File: src/rtl/tccw_pkg.sv
// Package: text console writer geometry, command codes and queue item type.
package tccw_pkg;

    localparam int COLUMNS     = 80;
    localparam int ROWS        = 25;
    localparam int CELL_COUNT  = COLUMNS * ROWS;
    localparam int ADDR_W      = $clog2(CELL_COUNT);
    localparam int CNT_W       = $clog2(CELL_COUNT + 1);
    localparam int LAST_ROW    = (ROWS - 1) * COLUMNS;
    localparam int QUEUE_DEPTH = 4;

    localparam int COL_W  = 7;
    localparam int ROW_W  = 5;
    localparam int LOC_W  = 11;
    localparam int CELL_W = 16;

    localparam logic [7:0] ATTR_RESET = 8'h0F;
    localparam logic [7:0] BLANK_CHAR = 8'h20;
    localparam logic [7:0] CH_NL      = 8'h0A;
    localparam logic [7:0] CH_BS      = 8'h08;
    localparam logic [7:0] CH_TAB     = 8'h09;

    localparam logic [1:0] FUNC_PUT   = 2'd0;
    localparam logic [1:0] FUNC_SET   = 2'd1;
    localparam logic [1:0] FUNC_CLEAR = 2'd2;
    localparam logic [1:0] FUNC_READ  = 2'd3;

    localparam logic [2:0] OP_NL    = 3'd0;
    localparam logic [2:0] OP_BS    = 3'd1;
    localparam logic [2:0] OP_TAB   = 3'd2;
    localparam logic [2:0] OP_PRINT = 3'd3;
    localparam logic [2:0] OP_NONE  = 3'd4;
    localparam logic [2:0] OP_SET   = 3'd5;
    localparam logic [2:0] OP_CLEAR = 3'd6;
    localparam logic [2:0] OP_READ  = 3'd7;

    typedef struct packed {
        logic [2:0]        op;
        logic [7:0]        char_code;
        logic [COL_W-1:0]  col;
        logic [ROW_W-1:0]  row;
        logic [ADDR_W-1:0] idx;
        logic              idx_ok;
    } cmd_t;

endpackage

File: src/rtl/tccw_front.sv
// Front end: accepts input items, decodes them into queue commands.
module tccw_front import tccw_pkg::*; (
    input  logic        aclk,
    input  logic        aresetn,
    input  logic        s_tvalid,
    output logic        s_tready,
    input  logic [31:0] s_tdata,   // char_code, target_col, target_row, cell_index
    input  logic [1:0]  s_tuser,   // func
    output logic        q_valid,
    input  logic        q_ready,
    output cmd_t        q_cmd
);

    logic              valid_reg;
    logic              valid_next;
    cmd_t              cmd_reg;
    cmd_t              cmd_next;
    logic [7:0]        char_code;
    logic [COL_W-1:0]  target_col;
    logic [ROW_W-1:0]  target_row;
    logic [10:0]       cell_index;

    assign char_code  = s_tdata[7:0];
    assign target_col = s_tdata[14:8];
    assign target_row = s_tdata[19:15];
    assign cell_index = s_tdata[30:20];

    assign s_tready = !valid_reg || q_ready;
    assign q_valid  = valid_reg;
    assign q_cmd    = cmd_reg;

    always_comb begin
        cmd_next.char_code = char_code;
        cmd_next.col = (32'(target_col) > 32'(COLUMNS - 1)) ? COL_W'(COLUMNS - 1) : target_col;
        cmd_next.row = (32'(target_row) > 32'(ROWS - 1)) ? ROW_W'(ROWS - 1) : target_row;
        cmd_next.idx    = ADDR_W'(cell_index);
        cmd_next.idx_ok = 32'(cell_index) < 32'(CELL_COUNT);
        case (s_tuser)
            FUNC_PUT: begin
                case (char_code)
                    CH_NL:   cmd_next.op = OP_NL;
                    CH_BS:   cmd_next.op = OP_BS;
                    CH_TAB:  cmd_next.op = OP_TAB;
                    default: begin
                        if (char_code inside {[8'h20:8'h7F]}) begin
                            cmd_next.op = OP_PRINT;
                        end else begin
                            cmd_next.op = OP_NONE;
                        end
                    end
                endcase
            end
            FUNC_SET:   cmd_next.op = OP_SET;
            FUNC_CLEAR: cmd_next.op = OP_CLEAR;
            default:    cmd_next.op = OP_READ;
        endcase
    end

    always_comb begin
        valid_next = valid_reg;
        if (s_tready) begin
            valid_next = s_tvalid;
        end
    end

    always_ff @(posedge aclk) begin
        if (!aresetn) begin
            valid_reg <= 1'b0;
        end else begin
            valid_reg <= valid_next;
        end
    end

    always_ff @(posedge aclk) begin
        if (s_tvalid && s_tready) begin
            cmd_reg <= cmd_next;
        end
    end

endmodule

File: config.mk
export PLATFORM = sky130hd
export DESIGN_NAME = tccw_front
export DESIGN_NICKNAME = d
export VERILOG_FILES = /design/src/rtl/tccw_pkg.sv /design/src/rtl/tccw_front.sv
export SDC_FILE = /design/constraint.sdc
export NUM_CORES = 1
export LEC_CHECK = 0
export ABC_AREA = 1
export BUFFER_PORTS_ARGS = -buffer_cell sky130_fd_sc_hd__buf_2
export CORE_MARGIN = 3
export CORE_UTILIZATION = 43
export DETAILED_ROUTE_END_ITERATION = 16
export HOLD_SLACK_MARGIN = 0.03
export PLACE_DENSITY = 0.74
export SLEW_MARGIN = 20
export SYNTH_ARGS = -nofsm -noshare
export SYNTH_HDL_FRONTEND = slang
export SYNTH_SLANG_ARGS = --single-unit
File: constraint.sdc
create_clock -name aclk -period 3.15 [get_ports aclk]
set_clock_uncertainty 0.2 [all_clocks]
set_input_delay 0.1575 -clock aclk [delete_from_list [all_inputs] [get_ports aclk]]
set_output_delay 0.1575 -clock aclk [all_outputs]
set_load 0.01 [all_outputs]
==> impl_metrics.toml <==
[placement]
hpwlAfterDp_mm = 1.99
dpl-instance-area_mm2 = 0.00180
numPortBuffers = 73
dp.cells = 215
gp_congestion = 0.706

[worst_setup_path]
reg2reg_to = "q_cmd[31]"
critPathLaunchType = "input port"
reg2reg_from = "q_valid"
r2r_cells = 2
crit_type = "input port to flop"
reg2reg_slack_ns = 1.68
cp-end-kind = "flop"
crit_required_ns = 3.05
crit_fanout = 3
critPathArrivalTime_ns = 2.10

[global_routing]
top_usage_layer = "met2"
grt.total_usage_pct = 19.7
use_met3_pct = 7.55
grt_max_degree = 36
first_global_vias = 1238
met2_usage_pct = 38.7
globalRouteMet1Util_pct = 18.7
grt_pass1_wl_mm = 5.84
grt_antenna_before_repair = 0
overflow = 0

[sta]
fmax_mhz = 453
fin_tns_setup_ns = 0
period_share_pct = 70.0
whs_ns = 0.0852
rsz0062_at_grt = "false"
drv_slew = 0
period_needed_ns = 2.21
setup_violations = 0
worst_slew_pin_slew_ns = 0.467
max_slew_margin_pct = 68.6
hold_viol = 0

[cells_and_area]
design_area_mm2 = 0.00226
diodes = 0
nets = 257
areaGrowthSynthToFinish_pct = 63.9
final_cells = 260
drive_gt1_share_pct = 40.4

[die]
pin_count = 75
die_h_um = 62.7
initial_core_util_pct = 47.6
design.core.area_mm2 = 0.00290
dieArea_mm2 = 0.00393
die_x_um = 62.7
rows = 19

[routing]
drt_iter0_drc = 61
antenna_left = 0
first_pass_iters = 4
vias_per_cell = 4.47
wl_mm = 3.46
drc_errors = 0
wire_per_inst_um = 13.3
num_vias = 1163

[cts]
ctsHtreeMaxLevel = 2
cts_setup_buffers = 0
root_buffer = "clkbuf_4"
clk_pin_slew_ns = 0.11
clock-sinks = 36
numCtsBuffers = 5
cts_tree = "yes"
clkLatencyLatePin_ns = 0.32
clk_path_buf_depth = 2

[pwr]
finalPower_w = 0.00103
ir_drop_mv = 0.324
p_leak_nw = 1.04
powerDensity_mw_per_mm2 = 455

[outcome]
status = "finished, final reports clean"

[synthesis]
yosysSeqAreaShare_pct = 77.6
yosys_register_bits = 36
ys_types = 20
synthCells = 103
syn-num-nets = 143
syn-cell-area_mm2 = 0.00138
syn_area_per_cell_um2 = 13.4
ys_warn_count = 0

[worst_hold_path]
hold_path_end = "q_cmd[17]"
hp-class = "input port to flop"
whs_path_depth = 3
hold_start = "s_tvalid"

[run]
cap_violations = 0
## sequential cells by signal (all words and copies together), names as in the netlist
register	count
q_cmd	35
q_valid	1
## what timing repair did
item,4_1_cts,5_1_grt
endpoints found under the hold margin,35,0
gates resized for setup,0,0
hold buffers,36,0
## through the flow
stage               util, %  setup slack [ns]
finish                 78.0             0.944
global route           78.0             0.898
CTS                    77.0              1.03
detailed placement     62.0              1.38
global placement       62.0              1.41
floorplan                 -             0.409
## synthesized netlist by cell type (all sizes together)
library cell,n,area share [%]
nor2,8,2.9
inv,19,5.2
a21boi,1,0.54
dfxtp,1,1.5
ha,2,1.8
nand2,22,6.3
clkbuf,3,0.82
or2,1,0.45
a21oi,1,0.36
nand3,4,1.5
edfxtp,35,76
o2111ai,1,0.63
and3,1,0.45
clkinv,1,0.27
a31oi,1,0.45
o21ai,2,0.73
## power by group
part,internal [W],switching (W)
clock,0.000166,0.000142
sequential,0.000560,0.00000861
combinational,0.0000790,0.0000729
## metal layers
metal  wire (um)  up-vias
li1            -      571
met4          32        0
met3         341        5
met5           0        -
met1        1200      524
met2        1880       63
## how the worst max path moves through the flow
stage	startpoint	to	cells past startpoint	slack, ns
floorplan	q_valid	q_cmd[0]	1	0.41
global placement	q_valid	q_cmd[10]	1	1.41
detailed placement	q_valid	q_cmd[10]	1	1.38
CTS	s_tuser[1]	q_cmd[32]	7	1.03
global route	s_tuser[1]	q_cmd[32]	7	0.90
finish	s_tuser[1]	q_cmd[32]	7	0.94
## placed cells by master (no fill, tap or decap), types with 2 or more instances in the layout
master         instances
buf_2                 73
inv_1                 17
edfxtp_1              35
inv_2                  2
o21ai_0                2
clkbuf_4               5
ha_1                   2
nand2_2                2
nor2_1                 6
nand3_1                4
dlygate4sd3_1         36
nand2_1               20
## cells by family (layout without fill, tap and decap cells)
logic type | count (synthesis) | after routing | synth area share [%]
simple gates | 36 | 36 | 11.6
buf+inv | 23 | 138 | 6.26
fa+ha+maj | 2 | 2 | 1.81
compound gates | 6 | 6 | 2.72
flops | 36 | 36 | 77.6
## worst max-delay path, cell delays in order
cell           delay [ns]
dlygate4sd3_1        0.53
buf_2                0.12
nand2_1              0.05
dlygate4sd3_1        0.57
nand2_1              0.07
dlygate4sd3_1        0.54
nand2_1              0.05
## cell type report
| cell class | instances | area (um2) |
|---|---|---|
| sequential | 36 | 1070 |
| timing repair buffer | 110 | 753 |
| fill | 179 | 638 |
| multi-input combinational | 44 | 234 |
| inverter | 20 | 75.1 |
| tap | 42 | 52.6 |
| clock buffer | 6 | 41.3 |
| clock inverter | 2 | 35.0 |
No activity file was read; power rests on OpenSTA's default activity.
