### src/rtl/tccw_pkg.sv
// Package: text console writer geometry, command codes and queue item type.
package tccw_pkg;

    localparam int COLUMNS     = 80;
    localparam int ROWS        = 25;
    localparam int CELL_COUNT  = COLUMNS * ROWS;
    localparam int ADDR_W      = $clog2(CELL_COUNT);
    localparam int CNT_W       = $clog2(CELL_COUNT + 1);
    localparam int LAST_ROW    = (ROWS - 1) * COLUMNS;
    localparam int QUEUE_DEPTH = 4;

    localparam int COL_W  = 7;
    localparam int ROW_W  = 5;
    localparam int LOC_W  = 11;
    localparam int CELL_W = 16;

    localparam logic [7:0] ATTR_RESET = 8'h0F;
    localparam logic [7:0] BLANK_CHAR = 8'h20;
    localparam logic [7:0] CH_NL      = 8'h0A;
    localparam logic [7:0] CH_BS      = 8'h08;
    localparam logic [7:0] CH_TAB     = 8'h09;

    localparam logic [1:0] FUNC_PUT   = 2'd0;
    localparam logic [1:0] FUNC_SET   = 2'd1;
    localparam logic [1:0] FUNC_CLEAR = 2'd2;
    localparam logic [1:0] FUNC_READ  = 2'd3;

    localparam logic [2:0] OP_NL    = 3'd0;
    localparam logic [2:0] OP_BS    = 3'd1;
    localparam logic [2:0] OP_TAB   = 3'd2;
    localparam logic [2:0] OP_PRINT = 3'd3;
    localparam logic [2:0] OP_NONE  = 3'd4;
    localparam logic [2:0] OP_SET   = 3'd5;
    localparam logic [2:0] OP_CLEAR = 3'd6;
    localparam logic [2:0] OP_READ  = 3'd7;

    typedef struct packed {
        logic [2:0]        op;
        logic [7:0]        char_code;
        logic [COL_W-1:0]  col;
        logic [ROW_W-1:0]  row;
        logic [ADDR_W-1:0] idx;
        logic              idx_ok;
    } cmd_t;

endpackage

### src/rtl/tccw_queue.sv
// Command queue between the front end and the screen engine.
module tccw_queue import tccw_pkg::*; (
    input  logic aclk,
    input  logic aresetn,
    input  logic in_valid,
    output logic in_ready,
    input  cmd_t in_cmd,
    output logic out_valid,
    input  logic out_ready,
    output cmd_t out_cmd
);

    localparam int PTR_W   = $clog2(QUEUE_DEPTH);
    localparam int COUNT_W = $clog2(QUEUE_DEPTH + 1);

    cmd_t               slot_reg [QUEUE_DEPTH];
    logic [PTR_W-1:0]   wr_ptr_reg;
    logic [PTR_W-1:0]   wr_ptr_next;
    logic [PTR_W-1:0]   rd_ptr_reg;
    logic [PTR_W-1:0]   rd_ptr_next;
    logic [COUNT_W-1:0] count_reg;
    logic [COUNT_W-1:0] count_next;
    logic               push;
    logic               pop;

    assign in_ready  = count_reg != COUNT_W'(QUEUE_DEPTH);
    assign out_valid = count_reg != '0;
    assign out_cmd   = slot_reg[rd_ptr_reg];
    assign push      = in_valid && in_ready;
    assign pop       = out_valid && out_ready;

    always_comb begin
        wr_ptr_next = wr_ptr_reg;
        rd_ptr_next = rd_ptr_reg;
        count_next  = count_reg;
        if (push) begin
            wr_ptr_next = (32'(wr_ptr_reg) == QUEUE_DEPTH - 1) ? '0 : wr_ptr_reg + 1'b1;
        end
        if (pop) begin
            rd_ptr_next = (32'(rd_ptr_reg) == QUEUE_DEPTH - 1) ? '0 : rd_ptr_reg + 1'b1;
        end
        if (push && !pop) begin
            count_next = count_reg + 1'b1;
        end else if (pop && !push) begin
            count_next = count_reg - 1'b1;
        end
    end

    always_ff @(posedge aclk) begin
        if (!aresetn) begin
            wr_ptr_reg <= '0;
            rd_ptr_reg <= '0;
            count_reg  <= '0;
        end else begin
            wr_ptr_reg <= wr_ptr_next;
            rd_ptr_reg <= rd_ptr_next;
            count_reg  <= count_next;
        end
    end

    always_ff @(posedge aclk) begin
        if (push) begin
            slot_reg[wr_ptr_reg] <= in_cmd;
        end
    end

endmodule

### config.mk
export PLATFORM = sky130hd
export DESIGN_NAME = tccw_queue
export DESIGN_NICKNAME = d
export VERILOG_FILES = /design/src/rtl/tccw_pkg.sv /design/src/rtl/tccw_queue.sv
export SDC_FILE = /design/constraint.sdc
export NUM_CORES = 1
export LEC_CHECK = 0
export BUFFER_PORTS_ARGS = -buffer_cell sky130_fd_sc_hd__clkbuf_2
export CORE_MARGIN = 2
export CORE_UTILIZATION = 61
export DETAILED_ROUTE_END_ITERATION = 6
export PLACE_DENSITY = 0.87
export SYNTH_ARGS = -nofsm -noshare
export SYNTH_HDL_FRONTEND = slang
export SYNTH_SLANG_ARGS = --single-unit
### constraint.sdc
create_clock -name aclk -period 6.5 [get_ports aclk]
set_input_delay 0.975 -clock aclk [delete_from_list [all_inputs] [get_ports aclk]]
set_output_delay 0.975 -clock aclk [all_outputs]
set_load 0.02 [all_outputs]
==> results.cfg, run 1 <==
[clock_tree]
htreeDepth = 4
clk_pin_slew_ps = 60
post_cts_buffers = 0
clockRootBuffer = clkbuf_8
cts_tree = built
cts.sinks = 149
clockBufferDepth = 2
cts_resized = 0
cts_hold_buf = 0
cts_made_buffers = 17
insertion_delay_ps = 510

[cells_and_area]
final_nets = 365
area_growth_pct = 17.5
antenna_cells = 0
nFillCells = 481
utilization = 0.741
layout-drive-gt1-share = 0.449
largest_reg_flops = 140
postLayoutCellArea_um2 = 6500
stdcell_count = 440

[power_and_ir_drop]
cellLeakagePower_nw = 2.24
irDropWorstVdd_mv = 0.323
p_total_mw = 2.64
p_per_area_nw_per_um2 = 407

[detailed_routing]
post_drt_wl_per_cell_um = 21.0
drc_errors = 0
drtIter0Drc = 196
wl_um = 9220
via_per_inst = 5.78
drt-pass1-iter-count = 4
antenna_left = 0
via_count = 2543

[worst_hold_path]
hold_end = wr_ptr_reg[1]
whs_path_depth = 2
hold_path_class = flip-flop to flip-flop
worstHoldStart = wr_ptr_reg[1]

[setup_path]
worstPathRequired_ps = 5520
ff2ff_setup_slack_ps = 4060
reg2regPathDepth = 7
crit_fanout = 20
worst_setup_path_end_kind = primary output
timing.rr.end = count_reg[2]
crit_type = flip-flop to primary output
crit-reg2reg-launch = count_reg[0]
crit_path_start_kind = flip-flop
worstPathArrival_ps = 2430

[sta]
setup_tns_ps = 0
fin_skew_ps = 6.97
rsz0062_at_grt = false
slew_headroom = 0.384
final.period_utilization = 0.523
setup_viol = 0
slew_viol_final = 0
hold_viol_final = 0
period_needed_ps = 3400
worst_slew_pin_slew_ps = 923
max_clock_freq_mhz = 294

[grt]
met1_usage = 0.273
grt.busiest_layer = met2
grt.met3_usage = 0.0710
antenna_found_initial = 0
grt_pass1_wl_um = 14100
grt_pass1_vias = 2580
met2_usage = 0.312
grt_overflow_total = 0
grt_max_degree = 36
grt_usage = 0.200

[floorplanning]
die-height_um = 99.2
core_area_um2 = 8760
die_w_um = 99.2
io_pins = 76
rows = 34
initial_core_util = 0.631
dieArea_um2 = 9840

[synthesis]
synth.area.top_cells = edfxtp_1 76%, mux4_2 14%, dfxtp_1 3.3%
synth_nets = 280
syn_inst = 234
yosysWarningCount = 0
syn_area_per_cell_um2 = 23.6
synthArstFlopShare = 0
ys_seq_area_frac = 0.793
synth_ff_type = edfxtp_1
synth_cell_types = 27
ys_ff_latch = 149
yosys.area.top_type = edfxtp_1
synth_edf_count = 140
syn_area_um2 = 5530
synth_top_area_frac = 0.761

[place]
port_buffers = 75
hpwl_um = 5220
placed_cells = 408
dpl_cell_area_um2 = 5990
gp_congestion = 0.697

[outcome]
status = completed

[run]
cap_violations = 0
[routing by layer]
layer | share of wire | vias up | wire (µm)
met5 | 0 | - | 0
met3 | 0.074 | 8 | 682
met2 | 0.52 | 103 | 4790
met1 | 0.40 | 1282 | 3690
met4 | 0.0070 | 0 | 65
li1 | - | 1150 | -
[Yosys cell counts (2+ instances only)]
cell type	number
mux2i_1	2
nor2_1	2
buf_2	2
and3_2	4
inv_1	3
dfxtp_1	9
edfxtp_1	140
or3_2	2
clkbuf_1	4
nand3_1	2
mux4_2	35
nand2_1	5
ha_1	6
o21ai_0	3
buf_4	3
[final cells by class]
| class | count | area (µm²) | area share |
|---|---|---|---|
| clock inverters | 13 | 85.1 | 0.0131 |
| flip-flops and latches | 149 | 4390 | 0.675 |
| inverters | 3 | 11.3 | 0.00173 |
| repair buffers | 76 | 383 | 0.0589 |
| well taps | 108 | 135 | 0.0208 |
| multi-input cells | 72 | 1070 | 0.165 |
| clock buffers | 19 | 422 | 0.0649 |
[per-stage QoR]
step / setup WS (ps) / hold slack (ps)
floorplan: 3970 / 468
global placement: 3550 / 486
detailed placement: 3570 / 496
CTS: 2980 / 504
global route: 2890 / 543
finish: 3100 / 502
[cell families after synthesis]
family          synth area share
xor+xnor                 0.00317
simple gates              0.0213
compound gates           0.00634
buf+inv                   0.0127
flops                      0.793
mux                        0.146
fa+ha+maj                 0.0172
[worst max-delay path: stages (launching register included)]
cell      delay [ps]
dfxtp_2          670
buf_4            460
mux4_2           590
clkbuf_2         180
[how the worst max path moves through the flow]
stage / start / endpoint / cells past startpoint
CTS: flip-flop / out_cmd[1] / 3
global route: flip-flop / out_cmd[1] / 3
floorplan: out_ready / count_reg[2] / 7
detailed placement: flip-flop / out_cmd[27] / 3
global placement: flip-flop / out_cmd[7] / 3
finish: flip-flop / out_cmd[1] / 3
[power breakdown]
part	internal (mW)	switching (mW)	leakage [nW]	total, mW
sequential	1.17	0.0702	1.36	1.24
clock	0.464	0.357	0.241	0.821
combinational	0.255	0.326	0.644	0.581
[cell usage in the layout (no fill, tap or decap), drive strengths merged, types with 2 or more instances in the layout]
master      n
o21ai       4
and3        4
nor2        2
nand2       5
clkinvlp    4
dfxtp       9
mux2i       2
ha          6
or3         2
clkinv      8
inv         4
and2        2
mux4       35
nand3       2
clkbuf     94
edfxtp    140
(Power assumes the default switching activity.)
==> inputs of run 2 (changes only) <==
--- a/config.mk
+++ b/config.mk
@@ -5,11 +5,12 @@
 export SDC_FILE = /design/constraint.sdc
 export NUM_CORES = 1
 export LEC_CHECK = 0
+export ABC_AREA = 1
 export BUFFER_PORTS_ARGS = -buffer_cell sky130_fd_sc_hd__clkbuf_2
 export CORE_MARGIN = 2
-export CORE_UTILIZATION = 61
+export CORE_UTILIZATION = 57
 export DETAILED_ROUTE_END_ITERATION = 6
-export PLACE_DENSITY = 0.87
+export PLACE_DENSITY = 0.82
 export SYNTH_ARGS = -nofsm -noshare
 export SYNTH_HDL_FRONTEND = slang
 export SYNTH_SLANG_ARGS = --single-unit
==> constraint.sdc (replaced) <==
create_clock -name aclk -period 3.3 [get_ports aclk]
set_input_delay 0.495 -clock aclk [delete_from_list [all_inputs] [get_ports aclk]]
set_output_delay 0.495 -clock aclk [all_outputs]
set_load 0.02 [all_outputs]
==> run 2 against run 1 <==
  * Global-route usage grew 1.6 points
  * Final area grew 4.0%
  * Sequential share of layout area shrank 2.6 points
  * Worst hold slack lost 310 ps
  * Via count grew 38%
  * Register-to-register slack lost 2900 ps
  * Worst setup slack lost 2600 ps
  * Power grew 120%
  * Wire length grew 22%
  * Synthesized cell count grew 74%
  * First-iteration DRC count grew 73%
  * Synthesized area grew 2.6%
  * Highest routed layer unchanged
==> results.cfg, run 2 <==
[cells_and_area]
final_nets = 534
layout-drive-gt1-share = 0.240
mostFrequentLayoutCells = 140 x edfxtp_1, 83 x nor2_1, 75 x clkbuf_2, 51 x o21ai_0, 35 x o22ai_1
largest_reg_flops = 140
layout_commonest_cell = edfxtp_1
postLayoutCellArea_um2 = 6760
area_growth_pct = 19.2
antenna_cells = 0

[power_and_ir_drop]
irDropWorstVdd_mv = 0.544
power_frac_clock = 0.322
p_switching_mw = 1.99
cellLeakagePower_nw = 2.46
power_frac_seq = 0.410
p_total_mw = 5.93
swShare = 0.335
p_per_area_nw_per_um2 = 877
p_int_mw = 3.94
power_frac_comb = 0.268

[place]
port_buffers = 75
dpl_cell_area_um2 = 6160
gp_congestion = 0.736
hpwl_um = 6450

[synthesis]
syn_area_um2 = 5670
synth.area.top_cells = edfxtp_1 74%, nor2_1 5.8%, o21ai_0 4.5%
yosysWarningCount = 0
synth_ff_type = edfxtp_1
synth_cell_types = 19
syn_inst = 408
synthArstFlopShare = 0
synth_top_area_frac = 0.742
yosys.area.top_type = edfxtp_1
synth_nets = 454
ys_ff_latch = 149
yosys-top-cells-count = 140 x edfxtp_1, 87 x nor2_1, 51 x o21ai_0, 35 x o22ai_1, 21 x o21ai_1
ys_seq_area_frac = 0.773
syn_area_per_cell_um2 = 13.9
synth_edf_count = 140
synth.most_common_cell = edfxtp_1

[clock_tree]
clockBufferDepth = 2
cts_hold_buf = 0
post_cts_buffers = 0
cts_resized = 0
clk_pin_slew_ps = 70
cts_made_buffers = 17
cts.sinks = 149
clockRootBuffer = clkbuf_8
insertion_delay_ps = 520
cts_tree = built
htreeDepth = 4

[setup_path]
reg2regPathDepth = 5
worstPathArrival_ps = 2330
slowest_stage = dfxtp_2
crit_type = flip-flop to primary output
cp_cell_sequence = buf_4 > o21ai_0 > o22ai_1 > clkbuf_2
crit_cells = 4
crit_path_start_kind = flip-flop
crit_family = flip-flops
timing.rr.end = slot_reg[0][1]
crit_fanout = 42
max_stage_delay_ps = 700
crit-reg2reg-launch = count_reg[1]
ff2ff_setup_slack_ps = 1130
worst_setup_path_end_kind = primary output
critPathBufInv = 2
worstPathRequired_ps = 2800

[grt]
grt_pass1_wl_um = 17700
grt_pass1_vias = 3494
grt_overflow_total = 0
antenna_found_initial = 0
grt_max_degree = 71
grt_usage = 0.216

[sta]
max_clock_freq_mhz = 354
slew_headroom = 0.433
setup_tns_ps = 0
rsz0062_at_grt = false
setup_viol = 0
worst_slew_pin_slew_ps = 849
period_needed_ps = 2820
fin_skew_ps = 8.54
hold_viol_final = 0
final.period_utilization = 0.856
slew_viol_final = 0

[run]
cap_violations = 0

[floorplanning]
dieArea_um2 = 10800
io_pins = 76
initial_core_util = 0.583
die-height_um = 104
die_w_um = 104
core_area_um2 = 9730
rows = 36

[detailed_routing]
drc_errors = 0
post_drt_wl_per_cell_um = 17.7
antenna_left = 0
via_per_inst = 5.54
wl_um = 11200
drt-pass1-iter-count = 4
via_count = 3511
drtIter0Drc = 339

[worst_hold_path]
hold_end = slot_reg[1][21]
worstHoldStart = in_cmd[21]
whs_path_depth = 1
hold_path_class = input pin to flip-flop

[outcome]
status = completed
run 2: final cells by class:
cell class | instances | area [µm²]
clock buffer | 18 | 418
clock inverter | 14 | 176
fill | 668 | 2970
inverter | 17 | 66.3
multi-input combinational | 221 | 1120
sequential | 149 | 4390
tap | 133 | 166
timing repair buffer | 82 | 428
run 2: routing by layer:
| metal | wire [µm] | GRT usage |
|---|---|---|
| met5 | 0 | 0 |
| met4 | 93 | 0.0763 |
| met3 | 711 | 0.0692 |
| met2 | 5870 | 0.359 |
| met1 | 4550 | 0.270 |
run 2: worst max-delay path by stage:
| stage | from | endpoint | slack (ps) |
|---|---|---|---|
| 2_1_floorplan | count_reg[0] | slot_reg[0][0] | 650 |
| 3_3_place_gp | in_valid | slot_reg[0][13] | 1090 |
| 3_5_place_dp | flip-flop | out_cmd[18] | 1020 |
| 4_1_cts | flip-flop | out_cmd[18] | 480 |
| 5_1_grt | flip-flop | out_cmd[3] | 320 |
| 6_report | flip-flop | out_cmd[18] | 480 |
run 2: power by group through the flow:
stage | Combinational [mW] | Sequential, mW | Clock, mW
after floorplan | 1.13 | 2.41 | 0
after global placement | 1.55 | 2.45 | 0
after detailed placement | 1.59 | 2.47 | 0
after CTS | 1.60 | 2.43 | 1.93
after global routing | 1.75 | 2.45 | 2.01
final | 1.59 | 2.43 | 1.91
run 2: cells by family (layout without fill, tap and decap cells):
logic type,count (synthesis),in the layout,synth area share
compound gates,109,109,0.104
buf+inv,38,131,0.0346
flops,149,149,0.773
fa+ha+maj,7,7,0.0168
simple gates,105,105,0.0713
run 2: worst register-to-register path, stage by stage, from the launching register on:
cell and delay, ps:
dfxtp_1 380, nor2_1 90, nand2_2 90, nand2_1 270, nor2_4 750, buf_4 300
run 2: stage by stage:
step                setup WS [ps]  cells  hold slack (ps)   util
finish                        476    634              189  0.695
global route                  320    634              165  0.695
floorplan                     648    408              480      -
detailed placement           1020    602              522  0.634
global placement             1090    602              490  0.634
CTS                           476    634              172  0.695
==> inputs of run 3 (changes only) <==
--- a/config.mk
+++ b/config.mk
@@ -5,12 +5,11 @@
 export SDC_FILE = /design/constraint.sdc
 export NUM_CORES = 1
 export LEC_CHECK = 0
-export ABC_AREA = 1
 export BUFFER_PORTS_ARGS = -buffer_cell sky130_fd_sc_hd__clkbuf_2
 export CORE_MARGIN = 2
-export CORE_UTILIZATION = 57
+export CORE_UTILIZATION = 56
 export DETAILED_ROUTE_END_ITERATION = 6
-export PLACE_DENSITY = 0.82
+export PLACE_DENSITY = 0.81
 export SYNTH_ARGS = -nofsm -noshare
 export SYNTH_HDL_FRONTEND = slang
 export SYNTH_SLANG_ARGS = --single-unit
==> run 3 against run 2 <==
  * Core utilization is 0.34 points lower
  * Worst hold slack gained 15 ps
  * Clock power grew 9%
==> results.cfg, run 3 (synthesis gave the netlist of run 1 again) <==
[cells_and_area]
area_growth_pct = 21.1
final_nets = 368
mostFrequentLayoutCells = 140 x edfxtp_1, 75 x clkbuf_2, 35 x mux4_2, 16 x clkbuf_16, 7 x dfxtp_1
nFillCells = 620
layout_commonest_cell = edfxtp_1
seq_area_um2 = 4390
antenna_cells = 0
multi_input_area_um2 = 1070
layout-drive-gt1-share = 0.454
largest_reg_flops = 140

[setup_path]
worstPathRequired_ps = 2800
reg2regPathDepth = 7
crit_fanout = 19
crit_type = flip-flop to primary output
worst_setup_path_end_kind = primary output
worstPathArrival_ps = 2260
ff2ff_setup_slack_ps = 840
crit-reg2reg-launch = count_reg[0]
crit_path_start_kind = flip-flop
timing.rr.end = count_reg[2]

[sta]
hold_viol_final = 0
slew_viol_final = 0
slew_headroom = 0.378
setup_viol = 0
worst_slew_pin_slew_ps = 933
rsz0062_at_grt = false
period_needed_ps = 2750
fin_skew_ps = 7.79
max_clock_freq_mhz = 363
whs_ps = 204
layout_setup_ws_ps = 549
final.period_utilization = 0.834
setup_tns_ps = 0

[power_and_ir_drop]
cellLeakagePower_nw = 2.33
p_per_area_nw_per_um2 = 850
irDropWorstVdd_mv = 0.498
p_total_mw = 5.69

[clock_tree]
cts_hold_buf = 0
htreeDepth = 4
cts_made_buffers = 17
clk_pin_slew_ps = 60
cts_resized = 0
post_cts_buffers = 0
insertion_delay_ps = 500
clockBufferDepth = 2
clockRootBuffer = clkbuf_8
cts_tree = built
cts.sinks = 149

[grt]
grt_pass1_wl_um = 14000
grt_max_degree = 36
antenna_found_initial = 0
grt_usage = 0.186
grt_overflow_total = 0
grt_pass1_vias = 2598

[detailed_routing]
post_drt_wl_per_cell_um = 19.8
antenna_left = 0
via_per_inst = 5.46
drtIter0Drc = 115
drc_errors = 0
wl_um = 9260
drt-pass1-iter-count = 4
via_count = 2555

[worst_hold_path]
hold_end = slot_reg[2][1]
worstHoldStart = in_cmd[1]
whs_path_depth = 1
hold_path_class = input pin to flip-flop

[place]
dp_slack_ps = 847
gp_congestion = 0.695
port_buffers = 75
hpwl_um = 5590

[floorplanning]
initial_core_util = 0.571
die_w_um = 103
dieArea_um2 = 10700
io_pins = 76
die-height_um = 103
rows = 36
core_area_um2 = 9680

[run]
cap_violations = 0

[outcome]
status = completed
## run 3: cell types whose count changed in the layout (fill, tap and decap cells not counted), sizes merged, moves of 10 or more
cell,delta
inv,-16
mux4,+35
nand2,-10
nor2,-85
o21ai,-68
o22ai,-35
## run 3: final cells by class
cell class              instances  share of cell area
clock buffers                  20              0.0635
clock inverters                12              0.0338
inverters                       3             0.00168
multi-input cells              72               0.160
flip-flops and latches        149               0.655
well taps                     133              0.0249
repair buffers                 79              0.0605
## run 3: worst max path at each step
| stage | from | endpoint | slack (ps) | cells after the start |
|---|---|---|---|---|
| 2_1_floorplan | count_reg[0] | count_reg[2] | 1100 | 7 |
| 3_3_place_gp | count_reg[0] | count_reg[2] | 1020 | 7 |
| 3_5_place_dp | count_reg[0] | count_reg[2] | 850 | 7 |
| 4_1_cts | flip-flop | out_cmd[5] | 460 | 3 |
| 5_1_grt | flip-flop | out_cmd[1] | 340 | 3 |
| 6_report | flip-flop | out_cmd[5] | 550 | 3 |
## run 3: per-layer routing
layer  up-vias  GRT usage  part of all wire
li1       1154          -                 -
met1      1309      0.252              0.42
met2        84      0.289              0.51
met3         8     0.0511             0.047
met4         0     0.0759             0.014
met5         -          0                 0
## run 3: critical path, cell delays in order (launching register included)
cell and delay [ps]:
dfxtp_2 730, buf_4 320, mux4_2 520, clkbuf_2 170
## run 3: power breakdown
group          internal, mW  switching (mW)
combinational         0.517           0.659
clock                  1.38           0.697
sequential             2.30           0.128
## run 3: metrics by stage
step / cells / utilization / area [µm²]
global placement: 436 / 0.624 / 6040
detailed placement: 436 / 0.624 / 6040
finish: 468 / 0.691 / 6700
floorplan: 234 / - / 5530
CTS: 468 / 0.691 / 6700
global route: 468 / 0.691 / 6700
